### src/hw/rtl/huffman_tree_table_decoder_defines.svh
// assertion macros for the huffman tree table decoder
// no dependencies; included by files that carry concurrent assertions
`ifndef HUFFMAN_TREE_TABLE_DECODER_DEFINES_SVH
`define HUFFMAN_TREE_TABLE_DECODER_DEFINES_SVH
`ifndef SYNTHESIS
// same-cycle implication
`define HUFD_ASSERT_NOW(label, clk, rst_n, ante, cons) \
  label: assert property (@(posedge clk) disable iff (!rst_n) (ante) |-> (cons)) \
    else $error("hufd assertion failed");
// next-cycle implication
`define HUFD_ASSERT_NXT(label, clk, rst_n, ante, cons) \
  label: assert property (@(posedge clk) disable iff (!rst_n) (ante) |=> (cons)) \
    else $error("hufd assertion failed");
`else
`define HUFD_ASSERT_NOW(label, clk, rst_n, ante, cons)
`define HUFD_ASSERT_NXT(label, clk, rst_n, ante, cons)
`endif
`endif

### src/hw/rtl/hufd_ram.sv
// generic single-write, single-read ram with registered read data
// no dependencies
module hufd_ram #(
  parameter int WIDTH = 8,
  parameter int DEPTH = 256
) (
  input  logic                     clk,
  input  logic                     we,
  input  logic [$clog2(DEPTH)-1:0] waddr,
  input  logic [WIDTH-1:0]         wdata,
  input  logic                     re,
  input  logic [$clog2(DEPTH)-1:0] raddr,
  output logic [WIDTH-1:0]         rdata
);

  logic [WIDTH-1:0] mem [DEPTH];
  logic [WIDTH-1:0] rdata_r;

  always_ff @(posedge clk) begin
    if (we) begin
      mem[waddr] <= wdata;
    end
    if (re) begin
      rdata_r <= mem[raddr];
    end
  end

  assign rdata = rdata_r;

endmodule

### config.mk
export PLATFORM = sky130hd
export DESIGN_NAME = hufd_ram
export DESIGN_NICKNAME = d
export VERILOG_FILES = /design/src/hw/rtl/huffman_tree_table_decoder_defines.svh /design/src/hw/rtl/hufd_ram.sv
export SDC_FILE = /design/constraint.sdc
export NUM_CORES = 2
export LEC_CHECK = 0
export BUFFER_PORTS_ARGS = -buffer_cell sky130_fd_sc_hd__buf_2
export CORE_MARGIN = 2
export CORE_UTILIZATION = 45
export DETAILED_ROUTE_END_ITERATION = 10
export PLACE_DENSITY = 0.56
export SLEW_MARGIN = 20
export SYNTH_ARGS = -nofsm -noshare
export SYNTH_HDL_FRONTEND = slang
export SYNTH_SLANG_ARGS = --single-unit
### constraint.sdc
create_clock -name clk -period 2.9 [get_ports clk]
set_input_delay 0.29 -clock clk [delete_from_list [all_inputs] [get_ports clk]]
set_output_delay 0.29 -clock clk [all_outputs]
set_load 0.005 [all_outputs]
**Yosys cells after proc, flatten, opt, wreduce, memory -nomap -nowiden**

Memory sizes are Yosys's and may differ from the RTL's. A register that Yosys moved wholly into a read port is not among the register bits.
Cells that the tools add are included.

- Output and inout port bits: 8
- Memories: 1
- Bits in latches: 0
- Word-level logic and storage cells: 3
- Bits in registers: 0
- RAM bits: 2048
- ROM bits: 0

- Div/mod/pow operators: 0
- Reduce and logical (&&, ||, !) cells: 0
- $mul: 0
- Bitwise logic cells: 0
- Shift operators: 0
- Muxes and demuxes: 2
- Eq/ne operators: 0
- $lt $le $gt $ge: 0
- $add $sub $neg: 0

Memories:

| memory | words | bits a word | read ports | clocked after Yosys merged registers in | write ports | RTL line | text |
|---|---|---|---|---|---|---|---|
| mem | 256 | 8 | 1 | 1 | 1 | hufd_ram.sv:16 | `logic [WIDTH-1:0] mem [DEPTH];` |

Operators by type and width:

| cell | count |
|---|---|
| 1-bit two-way mux | 2 |

**Logic depth before layout (Yosys ltp)**

- Depth after elaboration: 2
- Gate-level depth with buffers: 11
- Depth with buffers taken out: 6

**Least setup slack after synthesis**

Ideal clock, no wire load.

- Path kind: input port to flip-flop
- From: input port raddr[0]
- To: register rdata_r[2] (netlist: rdata[2]), read port of mem, data pin
- Setup time: 0.269 ns
- Stages: 9
- Arrival time: 2.097 ns
- Slack: 0.534 ns
- Cells stage by stage: buf_6 -> buf_12 -> buf_8 -> buf_2 -> mux4_2 -> a22oi_1 -> a21oi_1 -> nor4_1 -> nor4_2

RTL lines:

| element | RTL line | text |
|---|---|---|
| from (decl) | hufd_ram.sv:12 | `input logic [$clog2(DEPTH)-1:0] raddr,` |
| to (decl) | hufd_ram.sv:17 | `logic [WIDTH-1:0] rdata_r;` |

==> run summary <==
Net Sw Frac -> 0.217
first-pass iteration count of the detailed router -> 6
flops & latches, synth -> 2,056
full die area -> 180,000 um2
max_cap viols -> 0
H-tree lvl count -> 4
DRT iter0 DRCs -> 4,135
fin util -> 0.532
number of global-route vias before repair -> 40.5k
Hold Fails Final Rpt -> 0
worst hold slack -> 0.161 ns
Least-Margin Pin Slew -> 1.03 ns
final worst setup slack -> 0.0563 ns
crit path max fanout -> 1
hold path depth -> 4
power per cell area -> 667 nW/um2
Crit-path slowest cell -> nor3_1
met3 global-route usage -> 0.0360
ANT nets after route -> 0
Max Freq -> 0.352 GHz
Die Wd -> 425 um
clk buf depth -> 3
die height -> 425 um
setup TNS -> 0 ns
# fillers -> 13.7k
first-pass GRT wire length -> 297 mm
Clock power frac -> 0.420
Seq pwr share -> 0.526
cell count of the worst reg-to-reg path -> 7
synthesized cell area -> 79,600 um2
post-synth top area share -> 0.775
Worst R2R Start -> mem[83][3]
crit-path max cell delay -> 0.76 ns
gpl congestion -> 0.815
number of setup buffers added after CTS -> 0
synthesis warning total -> 0
WL final -> 206 mm
Final min period -> 2.84 ns
Vias -> 40.2k
FFs w/ async S/R, synth -> 0
DRC -> 0
worst vdd ir -> 619 uV
leakage power -> 30.1 nW
worst reg-to-reg setup slack -> 0.06 ns
Final HPWL DP -> 133 mm
layout cells sized above 1 -> 0.312
Area Growth Syn to Fin -> 17.5%
Final Skew -> 0.0459 ns
Worst Hold Class -> primary input to register
hold_sp -> waddr[2]
Setup Viol. Count Final -> 0
initial antenna violation count -> 16
placed cell area -> 86,800 um2
post-route insts no fill -> 6,874
Rel. slew slack -> 0.310
top post-synthesis cells by area -> edfxtp_1, mux4_2, mux2i_1
core area -> 176,000 um2
CTS Buf Count -> 208
# IOs -> 35
reg2reg end -> rdata[3]
Crit. End Element -> register
IO Port Bufs -> 34
Synth Net Count -> 3,760
EDFF count, synth -> 2,056
Top delay family on crit path -> simple AND/OR/NAND/NOR gates
post-synthesis sequential area ratio -> 0.775
Final period util -> 0.981
root buffer cell -> clkbuf_16
GR met1 Demand/Resource -> 0.326
Sink Count -> 2,056
cell accounting for the most synthesized area -> edfxtp_1
RSZ-0062 raised after global routing -> false
Setup crit start kind -> register
Total Nets Final -> 4,380
Clock transition at path regs -> 0.07 ns
Synth cell types -> 54
Routed WL per cell -> 30.0 um
largest net degree at the start of global routing -> 116
Worst Hold End -> mem[174][6]
Most Crowded Layer GR -> met2
kind of critical path -> register to register
met2 Usage GRT -> 0.378
status -> finished, final reports clean
Tot Pwr -> 62.4 mW
Comb power frac -> 0.054
WP data arrival -> 3.41 ns
final slew viol count -> 0
clk_lat worst skew -> 0.85 ns
total gr overflow -> 0
final instance area -> 93,600 um2
Worst Path Buf+Inv -> 1
synthesized instance count -> 3,733
CTS tree -> yes
cell count after placement -> 6,474
P_sw -> 13.5 mW
Syn Area/Cell -> 21.3 um2
Worst EP required -> 3.46 ns
internal power -> 48.9 mW
Total GRT Usage -> 0.230
DR vias/cell -> 5.85
Cell Chain, Critical Path -> mux4_2 -> a22o_1 -> a221oi_1 -> buf_4 -> o32ai_1 -> nor3_1 -> nor4_1
Initial Util -> 0.453
num rows -> 154
Main synth FF type -> edfxtp_1
Post-Place Setup Slack -> -0.724 ns
==> power groups by stage <==
| stage | clock, mW | combinational, mW | sequential, mW |
|---|---|---|---|
| after floorplan | 0 | 1.59 | 33.4 |
| after global placement | 0 | 3.35 | 33.4 |
| after detailed placement | 0 | 3.38 | 33.4 |
| after CTS | 26.7 | 3.40 | 32.8 |
| after global routing | 27.8 | 3.54 | 32.8 |
| final | 26.2 | 3.35 | 32.8 |
==> worst max-delay path by stage <==
stage / from / end / slack, ns / depth (start not counted)
3_5_place_dp: raddr[0] / rdata[6] / -0.72 / 8
6_report: mem[83][3] / rdata[3] / 0.06 / 7
2_1_floorplan: raddr[0] / rdata[2] / 0.53 / 9
5_1_grt: mem[80][3] / rdata[3] / 0.008 / 7
3_3_place_gp: raddr[0] / rdata[1] / -0.70 / 8
4_1_cts: mem[82][5] / rdata[5] / 0.03 / 7
==> final cells by class <==
class	count	area (um2)	area share
well taps	2340	2930	0.0313
flip-flops and latches	2056	61700	0.660
clock buffers	248	5380	0.0575
clock inverters	139	1290	0.0138
multi-input cells	1442	16500	0.176
repair buffers	643	5720	0.0611
diodes	4	10.0	0.000107
inverters	2	7.51	0.0000802
==> flip-flops by register name, summed over array words and instances (netlist names) <==
name / flops
mem: 2048
rdata: 8
==> layout by cell type, fill, tap and decap left out, types with 32 or more instances in the layout <==
cell type / count
edfxtp_1: 2056
buf_4: 534
mux4_2: 454
nor2_1: 279
clkbuf_16: 209
mux2i_1: 134
a22oi_1: 133
a21oi_1: 96
buf_12: 68
clkinv_2: 51
clkinv_1: 47
o221ai_1: 46
clkbuf_1: 39
nand2_1: 33
nand3_1: 32
==> worst reg2reg max path, stage by stage, from the launching register on <==
cell and delay [ns]:
edfxtp_1 0.36, mux4_2 0.47, a22o_1 0.26, a221oi_1 0.28
buf_4 0.19, o32ai_1 0.09, nor3_1 0.76, nor4_1 0.15
==> metal layers <==
layer	share of wire	up-vias
li1	-	17000
met1	0.42	21500
met2	0.50	1450
met3	0.066	276
met4	0.022	6
met5	0.00019	-
==> repair_timing <==
action	4_1_cts	5_1_grt
hold buffers	9	0
gates resized for setup	0	2
endpoints found under the hold margin	355	0
endpoints found under the setup margin	0	2
==> Yosys cell counts (5+ instances only) <==
cell and number:
edfxtp_1 2056, mux4_2 454, nor2_1 282, mux2i_1 134, a22oi_1 133, clkbuf_1 111, a21oi_1 96, o221ai_1 46
nand3_1 34, nand2_1 33, buf_2 31, nor2b_1 31, o22ai_1 28, buf_4 27, nor4_1 24, buf_1 22
nor3_1 22, buf_6 21, a211oi_1 16, a221oi_1 13, buf_8 13, nand4_1 10, o211ai_1 10, o21ai_0 10
a22o_1 8, buf_12 8, nand2b_1 8, and2_1 6, o22a_1 5
==> cell families (layout without fill, tap and decap cells) <==
logic type | after synthesis | after routing | share of synthesized area
flip-flops | 2056 | 2056 | 0.775
multiplexers | 591 | 591 | 0.146
AND/OR/NAND/NOR | 466 | 466 | 0.0263
AO/OA/AOI/OAI | 385 | 385 | 0.0342
buffers and inverters | 235 | 1032 | 0.0183
other | 0 | 4 | 0
Power figures use the tool's default switching activity.
